--- src/rtl/core/poly_voice_allocator_top_assert.svh ---
// Assertion macros for the allocator RTL, used by the back end (pva_back).
// Each check is sampled on clk and is off while rst_n is low.
`ifndef POLY_VOICE_ALLOCATOR_TOP_ASSERT_SVH
`define POLY_VOICE_ALLOCATOR_TOP_ASSERT_SVH
`ifndef NO_ASSERTIONS
`define PVA_ASSERT_IMPLY(lbl, ante, cons, msg) \
  lbl: assert property (@(posedge clk) disable iff (!rst_n) (ante) |-> (cons)) \
    else $error(msg);
`define PVA_ASSERT_NEXT(lbl, ante, cons, msg) \
  lbl: assert property (@(posedge clk) disable iff (!rst_n) (ante) |=> (cons)) \
    else $error(msg);
`else
`define PVA_ASSERT_IMPLY(lbl, ante, cons, msg)
`define PVA_ASSERT_NEXT(lbl, ante, cons, msg)
`endif
`endif

--- src/rtl/core/pva_pkg.sv ---
package pva_pkg;

  localparam int PITCH_W = 7;

  // Item formats on the ports
  typedef struct packed {
    logic [1:0]         operation;
    logic [PITCH_W-1:0] pitch;
    logic [6:0]         velocity;
    logic [4:0]         voice_select;
  } in_item_t;

  typedef struct packed {
    logic [4:0]         voice_number;
    logic [PITCH_W-1:0] out_pitch;
    logic [6:0]         out_velocity;
    logic               last;
  } out_item_t;

  // Operation codes of an input item
  localparam logic [1:0] OP_NOTE  = 2'd0;
  localparam logic [1:0] OP_STOP  = 2'd1;
  localparam logic [1:0] OP_CLEAR = 2'd2;
  localparam logic [1:0] OP_SET   = 2'd3;

  // Config register select (paddr[2])
  localparam logic REG_STEAL_MODE  = 1'b0;
  localparam logic REG_VOICE_COUNT = 1'b1;

  // Classified command, front to back
  typedef enum logic [2:0] {
    CMD_NOTE_FREE,
    CMD_NOTE_STEAL,
    CMD_NOTE_OFF,
    CMD_STOP,
    CMD_CLEAR,
    CMD_SET
  } cmd_kind_t;

  typedef struct packed {
    cmd_kind_t          kind;
    logic [PITCH_W-1:0] pitch;
    logic [6:0]         velocity;
    logic [4:0]         voice_select;
  } cmd_t;

  // Command queue
  localparam int CMD_QDEPTH = 2;
  localparam int QPW        = 1;

  typedef enum logic [1:0] {
    BK_IDLE,
    BK_SCAN,
    BK_STEAL,
    BK_FLUSH
  } back_state_t;

endpackage

--- src/rtl/core/poly_voice_allocator_top.sv ---
// Channel   Ports                                   Direction  Handshake
// input     start, busy, in_item                    in         start && !busy
// result    out_valid, out_item                     out        out_valid strobe, 1 cycle
// config    psel, penable, pwrite, paddr, pwdata,   in/out     APB, pready tied high
//           prdata, pready
//
// Per item (nv = voices in use): the back end applies clear and set as it pops them.
// Note-on, note-off and stop walk the voice RAM one voice per cycle over up to nv
// voices, with a steal state for the second result. The RAM read port sets this pace.
// A 2-entry command queue sits between front and back; busy is high while it is full.
// Results go out one per cycle at most; the final one of an item has last set.
// rst_n is synchronous: all voices off and zeroed, counter zero, steal_mode 0,
// voice_count 16. No clearing pass; per-voice valid bits stand in for the RAM.
module poly_voice_allocator_top import pva_pkg::*; #(
  parameter int MAX_VOICES = 16,
  parameter int AGE_BITS   = 32
) (
  input  logic        clk,
  input  logic        rst_n,
  // input item channel
  input  logic        start,
  output logic        busy,
  input  in_item_t    in_item,
  // result channel
  output logic        out_valid,
  output out_item_t   out_item,
  // configuration port
  input  logic        psel,
  input  logic        penable,
  input  logic        pwrite,
  input  logic [2:0]  paddr,
  input  logic [31:0] pwdata,
  output logic [31:0] prdata,
  output logic        pready
);

  localparam int CW = $clog2(MAX_VOICES + 1);
  localparam int XW = (CW > 5) ? CW : 5;

  logic          steal_mode_r, steal_mode_nxt;
  logic [4:0]    voice_count_r, voice_count_nxt;
  logic          cfg_wr;
  logic [CW-1:0] nv;

  logic          q_push, q_pop, q_empty, q_full;
  cmd_t          q_cmd, q_head;

  // ---- configuration registers ----
  assign pready = 1'b1;
  assign cfg_wr = psel && penable && pwrite;

  always_comb begin
    steal_mode_nxt  = steal_mode_r;
    voice_count_nxt = voice_count_r;
    if (cfg_wr) begin
      unique case (paddr[2])
        REG_STEAL_MODE:  steal_mode_nxt  = pwdata[0];
        REG_VOICE_COUNT: voice_count_nxt = pwdata[4:0];
      endcase
    end
  end

  always_ff @(posedge clk) begin
    if (!rst_n) begin
      steal_mode_r  <= 1'b0;
      voice_count_r <= 5'd16;
    end else begin
      steal_mode_r  <= steal_mode_nxt;
      voice_count_r <= voice_count_nxt;
    end
  end

  always_comb begin
    unique case (paddr[2])
      REG_STEAL_MODE:  prdata = {31'd0, steal_mode_r};
      REG_VOICE_COUNT: prdata = {27'd0, voice_count_r};
    endcase
  end

  // zero or an oversized count means all voices
  assign nv = ((voice_count_r == '0) || (XW'(voice_count_r) > XW'(MAX_VOICES))) ?
              CW'(MAX_VOICES) : CW'(voice_count_r);

  // ---- front: accept and classify ----
  pva_front #(
    .MAX_VOICES (MAX_VOICES)
  ) u_front (
    .start      (start),
    .in_item    (in_item),
    .steal_mode (steal_mode_r),
    .nv         (nv),
    .q_full     (q_full),
    .busy       (busy),
    .q_push     (q_push),
    .q_cmd      (q_cmd)
  );

  // ---- command queue ----
  pva_fifo u_cmd_q (
    .clk      (clk),
    .rst_n    (rst_n),
    .push     (q_push),
    .push_cmd (q_cmd),
    .pop      (q_pop),
    .head     (q_head),
    .empty    (q_empty),
    .full     (q_full)
  );

  // ---- back: voice scan and update ----
  pva_back #(
    .MAX_VOICES (MAX_VOICES),
    .AGE_BITS   (AGE_BITS)
  ) u_back (
    .clk       (clk),
    .rst_n     (rst_n),
    .nv        (nv),
    .q_empty   (q_empty),
    .q_head    (q_head),
    .q_pop     (q_pop),
    .out_valid (out_valid),
    .out_item  (out_item)
  );

endmodule

--- src/rtl/core/pva_ram.sv ---
module pva_ram #(
  parameter int WIDTH = 8,
  parameter int DEPTH = 16,
  localparam int AW = (DEPTH > 1) ? $clog2(DEPTH) : 1
) (
  input  logic             clk,
  input  logic             we,
  input  logic [AW-1:0]    waddr,
  input  logic [WIDTH-1:0] wdata,
  input  logic [AW-1:0]    raddr,
  output logic [WIDTH-1:0] rdata
);

  logic [WIDTH-1:0] mem [DEPTH];
  logic [WIDTH-1:0] rdata_r;

  always_ff @(posedge clk) begin
    if (we) begin
      mem[waddr] <= wdata;
    end
    rdata_r <= mem[raddr];
  end

  assign rdata = rdata_r;

endmodule

--- src/rtl/core/pva_fifo.sv ---
module pva_fifo import pva_pkg::*; (
  input  logic clk,
  input  logic rst_n,
  input  logic push,
  input  cmd_t push_cmd,
  input  logic pop,
  output cmd_t head,
  output logic empty,
  output logic full
);

  cmd_t           entry_r [CMD_QDEPTH];
  logic [QPW-1:0] wr_ptr_r, wr_ptr_nxt;
  logic [QPW-1:0] rd_ptr_r, rd_ptr_nxt;
  logic [QPW:0]   cnt_r, cnt_nxt;

  always_comb begin
    wr_ptr_nxt = push ? wr_ptr_r + QPW'(1) : wr_ptr_r;
    rd_ptr_nxt = pop  ? rd_ptr_r + QPW'(1) : rd_ptr_r;
    cnt_nxt    = cnt_r + (QPW+1)'(push) - (QPW+1)'(pop);
  end

  always_ff @(posedge clk) begin
    if (!rst_n) begin
      wr_ptr_r <= '0;
      rd_ptr_r <= '0;
      cnt_r    <= '0;
    end else begin
      wr_ptr_r <= wr_ptr_nxt;
      rd_ptr_r <= rd_ptr_nxt;
      cnt_r    <= cnt_nxt;
    end
  end

  always_ff @(posedge clk) begin
    if (push) begin
      entry_r[wr_ptr_r] <= push_cmd;
    end
  end

  assign head  = entry_r[rd_ptr_r];
  assign empty = (cnt_r == '0);
  assign full  = (cnt_r == (QPW+1)'(CMD_QDEPTH));

endmodule

--- src/rtl/core/pva_front.sv ---
module pva_front import pva_pkg::*; #(
  parameter int MAX_VOICES = 16,
  localparam int CW = $clog2(MAX_VOICES + 1),
  localparam int XW = (CW > 5) ? CW : 5
) (
  input  logic          start,
  input  in_item_t      in_item,
  input  logic          steal_mode,
  input  logic [CW-1:0] nv,
  input  logic          q_full,
  output logic          busy,
  output logic          q_push,
  output cmd_t          q_cmd
);

  logic keep;

  always_comb begin
    keep               = 1'b1;
    q_cmd.pitch        = in_item.pitch;
    q_cmd.velocity     = in_item.velocity;
    q_cmd.voice_select = in_item.voice_select;
    unique case (in_item.operation)
      OP_NOTE: begin
        if (in_item.velocity == '0) begin
          q_cmd.kind = CMD_NOTE_OFF;
        end else if (steal_mode) begin
          q_cmd.kind = CMD_NOTE_STEAL;
        end else begin
          q_cmd.kind = CMD_NOTE_FREE;
        end
      end
      OP_STOP:  q_cmd.kind = CMD_STOP;
      OP_CLEAR: q_cmd.kind = CMD_CLEAR;
      OP_SET: begin
        q_cmd.kind = CMD_SET;
        // out-of-range voice: drop here, nothing reaches the back end
        keep = (in_item.voice_select != '0) &&
               (XW'(in_item.voice_select) <= XW'(nv));
      end
    endcase
  end

  assign busy   = q_full;
  assign q_push = start && !q_full && keep;

endmodule

--- src/rtl/core/pva_back.sv ---
`include "poly_voice_allocator_top_assert.svh"

module pva_back import pva_pkg::*; #(
  parameter int MAX_VOICES = 16,
  parameter int AGE_BITS   = 32,
  localparam int IW = (MAX_VOICES > 1) ? $clog2(MAX_VOICES) : 1,
  localparam int CW = $clog2(MAX_VOICES + 1)
) (
  input  logic          clk,
  input  logic          rst_n,
  input  logic [CW-1:0] nv,
  input  logic          q_empty,
  input  cmd_t          q_head,
  output logic          q_pop,
  output logic          out_valid,
  output out_item_t     out_item
);

  localparam int RW = PITCH_W + AGE_BITS;

  back_state_t state_r, state_nxt;

  cmd_t                  cmd_r, cmd_nxt;
  logic [CW-1:0]         rd_idx_r, rd_idx_nxt;
  logic [IW-1:0]         proc_idx_r, proc_idx_nxt;
  logic                  pvalid_r, pvalid_nxt;
  logic [MAX_VOICES-1:0] on_r, on_nxt;
  logic [MAX_VOICES-1:0] valid_r, valid_nxt;
  logic [AGE_BITS-1:0]   counter_r, counter_nxt;

  // oldest sounding / oldest free trackers for the steal scan
  logic                  on_fnd_r, on_fnd_nxt;
  logic [IW-1:0]         on_idx_r, on_idx_nxt;
  logic [AGE_BITS-1:0]   on_age_r, on_age_nxt;
  logic [PITCH_W-1:0]    on_pit_r, on_pit_nxt;
  logic                  off_fnd_r, off_fnd_nxt;
  logic [IW-1:0]         off_idx_r, off_idx_nxt;
  logic [AGE_BITS-1:0]   off_age_r, off_age_nxt;

  // one-deep hold so the final result of an item can carry last
  logic                  pend_valid_r, pend_valid_nxt;
  out_item_t             pend_r, pend_nxt;
  logic                  out_valid_r, out_valid_nxt;
  out_item_t             out_item_r, out_item_nxt;

  logic                  ram_we;
  logic [IW-1:0]         ram_waddr;
  logic [PITCH_W-1:0]    ram_wpitch;
  logic [AGE_BITS-1:0]   ram_wage;
  logic [IW-1:0]         ram_raddr;
  logic [RW-1:0]         ram_rdata;

  logic                  e_on;
  logic [PITCH_W-1:0]    e_pitch;
  logic [AGE_BITS-1:0]   e_age;
  logic                  scan_hit;
  logic                  head_scans;
  logic                  emit;
  logic                  flush;
  out_item_t             emit_item;
  logic [IW-1:0]         set_idx;

  function automatic logic [4:0] vnum(input logic [IW-1:0] idx);
    logic [IW:0] s;
    s = {1'b0, idx} + (IW+1)'(1);
    return 5'(s);
  endfunction

  pva_ram #(
    .WIDTH (RW),
    .DEPTH (MAX_VOICES)
  ) u_voice_ram (
    .clk   (clk),
    .we    (ram_we),
    .waddr (ram_waddr),
    .wdata ({ram_wpitch, ram_wage}),
    .raddr (ram_raddr),
    .rdata (ram_rdata)
  );

  // entry under scan; a never-written or cleared voice reads as zero
  assign e_on    = on_r[proc_idx_r];
  assign e_pitch = valid_r[proc_idx_r] ? ram_rdata[AGE_BITS +: PITCH_W] : '0;
  assign e_age   = valid_r[proc_idx_r] ? ram_rdata[AGE_BITS-1:0] : '0;

  assign scan_hit = pvalid_r &&
                    (((cmd_r.kind == CMD_NOTE_FREE) && !e_on) ||
                     ((cmd_r.kind == CMD_NOTE_OFF) && e_on && (e_pitch == cmd_r.pitch)));

  assign head_scans = (q_head.kind == CMD_NOTE_FREE) || (q_head.kind == CMD_NOTE_STEAL) ||
                      (q_head.kind == CMD_NOTE_OFF)  || (q_head.kind == CMD_STOP);

  assign set_idx = IW'(q_head.voice_select - 5'd1);

  always_comb begin
    state_nxt = state_r;
    unique case (state_r)
      BK_IDLE: begin
        if (!q_empty && head_scans) begin
          state_nxt = BK_SCAN;
        end
      end
      BK_SCAN: begin
        if (scan_hit) begin
          state_nxt = BK_FLUSH;
        end else if (!pvalid_r) begin
          state_nxt = ((cmd_r.kind == CMD_NOTE_STEAL) && !off_fnd_r) ? BK_STEAL : BK_FLUSH;
        end
      end
      BK_STEAL: state_nxt = BK_FLUSH;
      BK_FLUSH: state_nxt = BK_IDLE;
    endcase
  end

  always_comb begin
    q_pop        = 1'b0;
    ram_we       = 1'b0;
    ram_waddr    = proc_idx_r;
    ram_wpitch   = cmd_r.pitch;
    ram_wage     = counter_r;
    ram_raddr    = rd_idx_r[IW-1:0];
    emit         = 1'b0;
    flush        = 1'b0;
    emit_item    = '{voice_number: vnum(proc_idx_r), out_pitch: cmd_r.pitch,
                     out_velocity: cmd_r.velocity, last: 1'b0};
    cmd_nxt      = cmd_r;
    rd_idx_nxt   = rd_idx_r;
    proc_idx_nxt = proc_idx_r;
    pvalid_nxt   = pvalid_r;
    on_nxt       = on_r;
    valid_nxt    = valid_r;
    counter_nxt  = counter_r;
    on_fnd_nxt   = on_fnd_r;
    on_idx_nxt   = on_idx_r;
    on_age_nxt   = on_age_r;
    on_pit_nxt   = on_pit_r;
    off_fnd_nxt  = off_fnd_r;
    off_idx_nxt  = off_idx_r;
    off_age_nxt  = off_age_r;

    unique case (state_r)
      BK_IDLE: begin
        ram_raddr = '0;
        if (!q_empty) begin
          q_pop        = 1'b1;
          cmd_nxt      = q_head;
          rd_idx_nxt   = CW'(1);
          proc_idx_nxt = '0;
          pvalid_nxt   = head_scans;
          on_fnd_nxt   = 1'b0;
          off_fnd_nxt  = 1'b0;
          unique case (q_head.kind)
            CMD_CLEAR: begin
              for (int i = 0; i < MAX_VOICES; i++) begin
                if (CW'(i) < nv) begin
                  on_nxt[i]    = 1'b0;
                  valid_nxt[i] = 1'b0;
                end
              end
            end
            CMD_SET: begin
              ram_we             = 1'b1;
              ram_waddr          = set_idx;
              ram_wpitch         = q_head.pitch;
              on_nxt[set_idx]    = (q_head.velocity != '0);
              valid_nxt[set_idx] = 1'b1;
              counter_nxt        = counter_r + AGE_BITS'(1);
            end
            default: ;
          endcase
        end
      end

      BK_SCAN: begin
        if (pvalid_r) begin
          rd_idx_nxt   = rd_idx_r + CW'(1);
          proc_idx_nxt = rd_idx_r[IW-1:0];
          pvalid_nxt   = (rd_idx_r < nv);
          unique case (cmd_r.kind)
            CMD_NOTE_FREE: begin
              if (!e_on) begin
                ram_we                = 1'b1;
                ram_wage              = '0;
                on_nxt[proc_idx_r]    = 1'b1;
                valid_nxt[proc_idx_r] = 1'b1;
                emit                  = 1'b1;
              end
            end
            CMD_NOTE_STEAL: begin
              if (e_on) begin
                if (!on_fnd_r || (e_age < on_age_r)) begin
                  on_fnd_nxt = 1'b1;
                  on_idx_nxt = proc_idx_r;
                  on_age_nxt = e_age;
                  on_pit_nxt = e_pitch;
                end
              end else if (!off_fnd_r || (e_age < off_age_r)) begin
                off_fnd_nxt = 1'b1;
                off_idx_nxt = proc_idx_r;
                off_age_nxt = e_age;
              end
            end
            CMD_NOTE_OFF: begin
              if (scan_hit) begin
                ram_we                 = 1'b1;
                counter_nxt            = counter_r + AGE_BITS'(1);
                on_nxt[proc_idx_r]     = 1'b0;
                valid_nxt[proc_idx_r]  = 1'b1;
                emit                   = 1'b1;
                emit_item.out_velocity = '0;
              end
            end
            CMD_STOP: begin
              if (e_on) begin
                ram_we                 = 1'b1;
                ram_wpitch             = e_pitch;
                counter_nxt            = counter_r + AGE_BITS'(1);
                on_nxt[proc_idx_r]     = 1'b0;
                valid_nxt[proc_idx_r]  = 1'b1;
                emit                   = 1'b1;
                emit_item.out_pitch    = e_pitch;
                emit_item.out_velocity = '0;
              end
            end
            default: ;
          endcase
        end else if (cmd_r.kind == CMD_NOTE_STEAL) begin
          if (off_fnd_r) begin
            ram_we                  = 1'b1;
            ram_waddr               = off_idx_r;
            counter_nxt             = counter_r + AGE_BITS'(1);
            on_nxt[off_idx_r]       = 1'b1;
            valid_nxt[off_idx_r]    = 1'b1;
            emit                    = 1'b1;
            emit_item.voice_number  = vnum(off_idx_r);
          end else begin
            // every voice busy: note-off of the oldest one goes first
            emit                    = 1'b1;
            emit_item.voice_number  = vnum(on_idx_r);
            emit_item.out_pitch     = on_pit_r;
            emit_item.out_velocity  = '0;
          end
        end
      end

      BK_STEAL: begin
        ram_we                 = 1'b1;
        ram_waddr              = on_idx_r;
        counter_nxt            = counter_r + AGE_BITS'(1);
        on_nxt[on_idx_r]       = 1'b1;
        valid_nxt[on_idx_r]    = 1'b1;
        emit                   = 1'b1;
        emit_item.voice_number = vnum(on_idx_r);
      end

      BK_FLUSH: flush = 1'b1;
    endcase
  end

  // result staging: a new result pushes the held one out as not-last
  always_comb begin
    pend_nxt       = pend_r;
    pend_valid_nxt = pend_valid_r;
    out_valid_nxt  = 1'b0;
    out_item_nxt   = pend_r;
    if (emit) begin
      pend_nxt          = emit_item;
      pend_valid_nxt    = 1'b1;
      out_valid_nxt     = pend_valid_r;
      out_item_nxt.last = 1'b0;
    end else if (flush) begin
      pend_valid_nxt    = 1'b0;
      out_valid_nxt     = pend_valid_r;
      out_item_nxt.last = 1'b1;
    end
  end

  always_ff @(posedge clk) begin
    if (!rst_n) begin
      state_r      <= BK_IDLE;
      pvalid_r     <= 1'b0;
      on_r         <= '0;
      valid_r      <= '0;
      counter_r    <= '0;
      on_fnd_r     <= 1'b0;
      off_fnd_r    <= 1'b0;
      pend_valid_r <= 1'b0;
      out_valid_r  <= 1'b0;
    end else begin
      state_r      <= state_nxt;
      pvalid_r     <= pvalid_nxt;
      on_r         <= on_nxt;
      valid_r      <= valid_nxt;
      counter_r    <= counter_nxt;
      on_fnd_r     <= on_fnd_nxt;
      off_fnd_r    <= off_fnd_nxt;
      pend_valid_r <= pend_valid_nxt;
      out_valid_r  <= out_valid_nxt;
    end
  end

  always_ff @(posedge clk) begin
    cmd_r      <= cmd_nxt;
    rd_idx_r   <= rd_idx_nxt;
    proc_idx_r <= proc_idx_nxt;
    on_idx_r   <= on_idx_nxt;
    on_age_r   <= on_age_nxt;
    on_pit_r   <= on_pit_nxt;
    off_idx_r  <= off_idx_nxt;
    off_age_r  <= off_age_nxt;
    pend_r     <= pend_nxt;
    out_item_r <= out_item_nxt;
  end

  assign out_valid = out_valid_r;
  assign out_item  = out_item_r;

  `PVA_ASSERT_IMPLY(a_steal_sounding, state_r == BK_STEAL, on_r[on_idx_r], "steal target is not sounding")
  `PVA_ASSERT_IMPLY(a_last_from_flush, out_valid_r && out_item_r.last, $past(state_r == BK_FLUSH), "last result outside flush")
  `PVA_ASSERT_IMPLY(a_stamp_on_write, $past(rst_n) && (counter_r != $past(counter_r)), $past(ram_we), "counter moved without a voice write")

endmodule

--- config.mk ---
export PLATFORM = sky130hd
export DESIGN_NAME = poly_voice_allocator_top
export DESIGN_NICKNAME = d
export VERILOG_FILES = /design/src/rtl/core/pva_pkg.sv /design/src/rtl/core/poly_voice_allocator_top.sv /design/src/rtl/core/pva_ram.sv /design/src/rtl/core/pva_fifo.sv /design/src/rtl/core/pva_front.sv /design/src/rtl/core/pva_back.sv
export VERILOG_INCLUDE_DIRS = /design/src /design/src/rtl/core
export SDC_FILE = /design/constraint.sdc
export NUM_CORES = 1
export LEC_CHECK = 0
export ABC_AREA = 1
export BUFFER_PORTS_ARGS = -buffer_cell sky130_fd_sc_hd__clkbuf_2
export CORE_MARGIN = 2
export CORE_UTILIZATION = 52
export CTS_CLUSTER_SIZE = 20
export DETAILED_ROUTE_END_ITERATION = 10
export PLACE_DENSITY = 0.71
export SLEW_MARGIN = 0
export SYNTH_ARGS = -nofsm -noshare
export SYNTH_HDL_FRONTEND = slang
export SYNTH_SLANG_ARGS = --single-unit
--- constraint.sdc ---
create_clock -name clk -period 6.2 [get_ports clk]
set_clock_uncertainty 0.2 [all_clocks]
set_input_delay 0.93 -clock clk [delete_from_list [all_inputs] [get_ports clk]]
set_output_delay 0.93 -clock clk [all_outputs]
set_load 0.05 [all_outputs]
==> qor.yml <==
clocking:
  cts.sinks: 931
  cts_setup_buffers: 0
  cts_buffer_depth: 3
  cts.hold.buffers_added: 0
  worst_setup_hold_path_clk_slew_ns: 0.06
  clkLatencyLatePin_ns: 0.67
  post_cts_resize_count: 0
  cts_tree: "built"
  cts_made_buffers: 94
  cts-root-buf: "clkbuf_16"
  h-tree-depth: 3
floorplanning:
  die_y_um: 287
  coreArea_um2: 79100
  ioPinCount: 117
  initial_utilization_pct: 52.6
  rows: 103
  die_width_um: 287
  die-area_um2: 82300
placed_design:
  gp_congestion: 1.01
  portBuffers: 59
  place.detailed.instances: 4966
  dp_hpwl_mm: 64.6
critical_path:
  startpoint_type: "flop"
  crit_fanout: 39
  crit_required_ns: 6.28
  cp_data_arrival_time_ns: 5.02
  critPathKind: "flop to flop"
  reg2reg_depth: 13
  r2r_slack_ns: 1.26
  critPathCaptureType: "flop"
global_routing:
  grt_antenna_before_repair: 2
  grt_max_degree: 160
  grt_pass1_wl_mm: 166
  grt_pass1_vias: 28089
  overflow: 0
  globalRouteTotalUtil_pct: 26.3
detailed_routing:
  wl_mm: 109
  drc_errors: 0
  ant_nets: 0
  drtIter0Drc: 3482
  vias: 29974
  wire_per_inst_um: 21.2
  dr.pass1.iters: 6
  via_per_inst: 5.83
timing:
  finalCritPeriodShare_pct: 79.7
  max-slew-margin-rel_pct: 8.58
  rsz0062_at_grt: "no"
  hold-worst-slack_ns: 0.140
  finalCriticalPeriod_ns: 4.94
  hold_viol: 0
  slew_violations: 0
  worstMarginPinSlew_ns: 1.37
  finalSetupTns_ns: 0
  max_freq_mhz: 202
  setup_violations: 0
synth:
  synthArstFlopShare_pct: 0
  synthCells: 3994
  synthDistinctLibCells: 54
  yosys.area.top_type: "edfxtp_1"
  synth-edff-count: 790
  avgSynthCellArea_um2: 10.4
  synthTopCellsByCount: "nor2_1 (879), edfxtp_1 (790), nand2_1 (522)"
  yosysTopAreaCellShare_pct: 57.0
  synth_warnings: 0
  ys_ff_latch: 931
  synthesis.area_um2: 41600
  ys.flop_type: "edfxtp_1"
  ys_seq_area_share_pct: 63.8
  synth.area.top_cells: "edfxtp_1 (57%), nor2_1 (7.9%), dfxtp_1 (6.8%), nand2_1 (4.7%), o311ai_0 (3.3%)"
  yosysMostFrequentCell: "nor2_1"
final_layout:
  fin_cells: 5141
  drive_gt1_share_pct: 8.07
  syn_to_final_growth_pct: 11.3
  fill_cells: 6357
  fin_util_pct: 58.5
  layout.nets: 4170
power_and_ir_drop:
  ir_drop_v: 0.000310
  p_per_area_nw_per_um2: 489
  p_leak_nw: 17.4
  total_power_mw: 22.6
min_path:
  hold_start: "u_back.out_item_nxt[12]"
  hold_depth: 0
  hold_path.class: "flop to flop"
status:
  outcome: "finished, final reports clean"
job:
  drv_cap: 0
[logic make-up after synthesis]
family | after synthesis | share of synthesized area (%)
xor gates and xnor gates | 38 | 0.800
muxes | 4 | 0.0963
and+or+nand+nor | 1684 | 16.5
adders and majority gates | 96 | 2.89
AOI/OAI and AO/OA | 684 | 10.5
DFF | 931 | 63.8
buffers and inverters | 555 | 5.40
other | 2 | 0.0181
[per-stage QoR]
stage                     setup slack [ns]  instance area, um2
after floorplan                      0.373               41700
after global placement                1.34               43100
after detailed placement              1.27               43100
after CTS                             1.25               46300
after global routing                 0.914               46300
final                                 1.26               46300
[area by class of cell]
class                           count  area, um2  area share (%)
Antenna cell                        1       2.50         0.00540
Clock buffer                      136       2710            5.85
Clock inverter                     38        487            1.05
Inverter                          329       1240            2.68
Multi-Input combinational cell   2534      13100            28.3
Sequential cell                   931      26500            57.3
Tap cell                         1050       1310            2.84
Timing Repair Buffer              122        918            1.98
[state kept, by name, summed over array words and instances, names as in the netlist, 4 cells and up, named ones only]
name and count:
u_back.off_idx_r 4, u_back.on_pit_r 7, u_back.rd_idx_r 5, u_back.valid_r 16, u_back.proc_idx_r 4, u_back.on_idx_r 4, u_back.counter_r 32, u_back.out_item_nxt 19
u_back.u_voice_ram.rdata 39, u_back.on_r 16, u_back.u_voice_ram.mem 624, u_back.off_age_r 32, u_back.on_age_r 32, voice_count_r 5, u_cmd_q.entry_r 42, u_back.cmd_r 17
u_back.out_item 20
[report_power, final]
part | switching [mW] | internal [mW]
clock network | 2.42 | 3.36
registers | 0.439 | 8.06
logic | 6.16 | 2.20
total | 9.01 | 13.6
[critical path: stages (launching register included)]
cell and delay [ns]:
dfxtp_1 0.89, inv_2 0.33, or2_2 0.36, o21ai_0 0.23
ha_1 0.39, inv_1 0.12, xor2_1 0.40, a21oi_1 0.13
o22ai_1 0.35, nand2_1 0.17, inv_1 0.12, nand2_1 0.09
nor2_4 0.11, buf_4 0.64
[routing by layer]
metal	GRT usage (%)	wire, um	vias up
li1	-	-	13943
met1	36.5	44800	14366
met2	41.4	50000	1442
met3	5.40	10600	223
met4	9.36	3660	0
met5	0	0	-
[cell usage in the layout (no fill, tap or decap), types with 36 or more instances in the layout]
cell type | Yosys | final
o21ai_0 | 257 | 257
dfxtp_1 | 141 | 141
xor2_1 | 36 | 36
nand3_1 | 176 | 176
clkbuf_2 | 0 | 59
a21oi_1 | 143 | 142
edfxtp_1 | 790 | 790
nand2_1 | 522 | 519
nor2_1 | 879 | 861
clkbuf_16 | 0 | 98
ha_1 | 96 | 96
o311ai_0 | 157 | 157
buf_4 | 34 | 51
inv_1 | 317 | 313
[worst paths after layout]
check | to
worst max-delay path | u_back.u_voice_ram.mem[3][18]
worst min-delay path | u_back.out_item[12]
worst max register to register | u_back.u_voice_ram.mem[3][18]
worst min register to register | u_back.out_item[12]
Power figures use the tool's default switching activity.
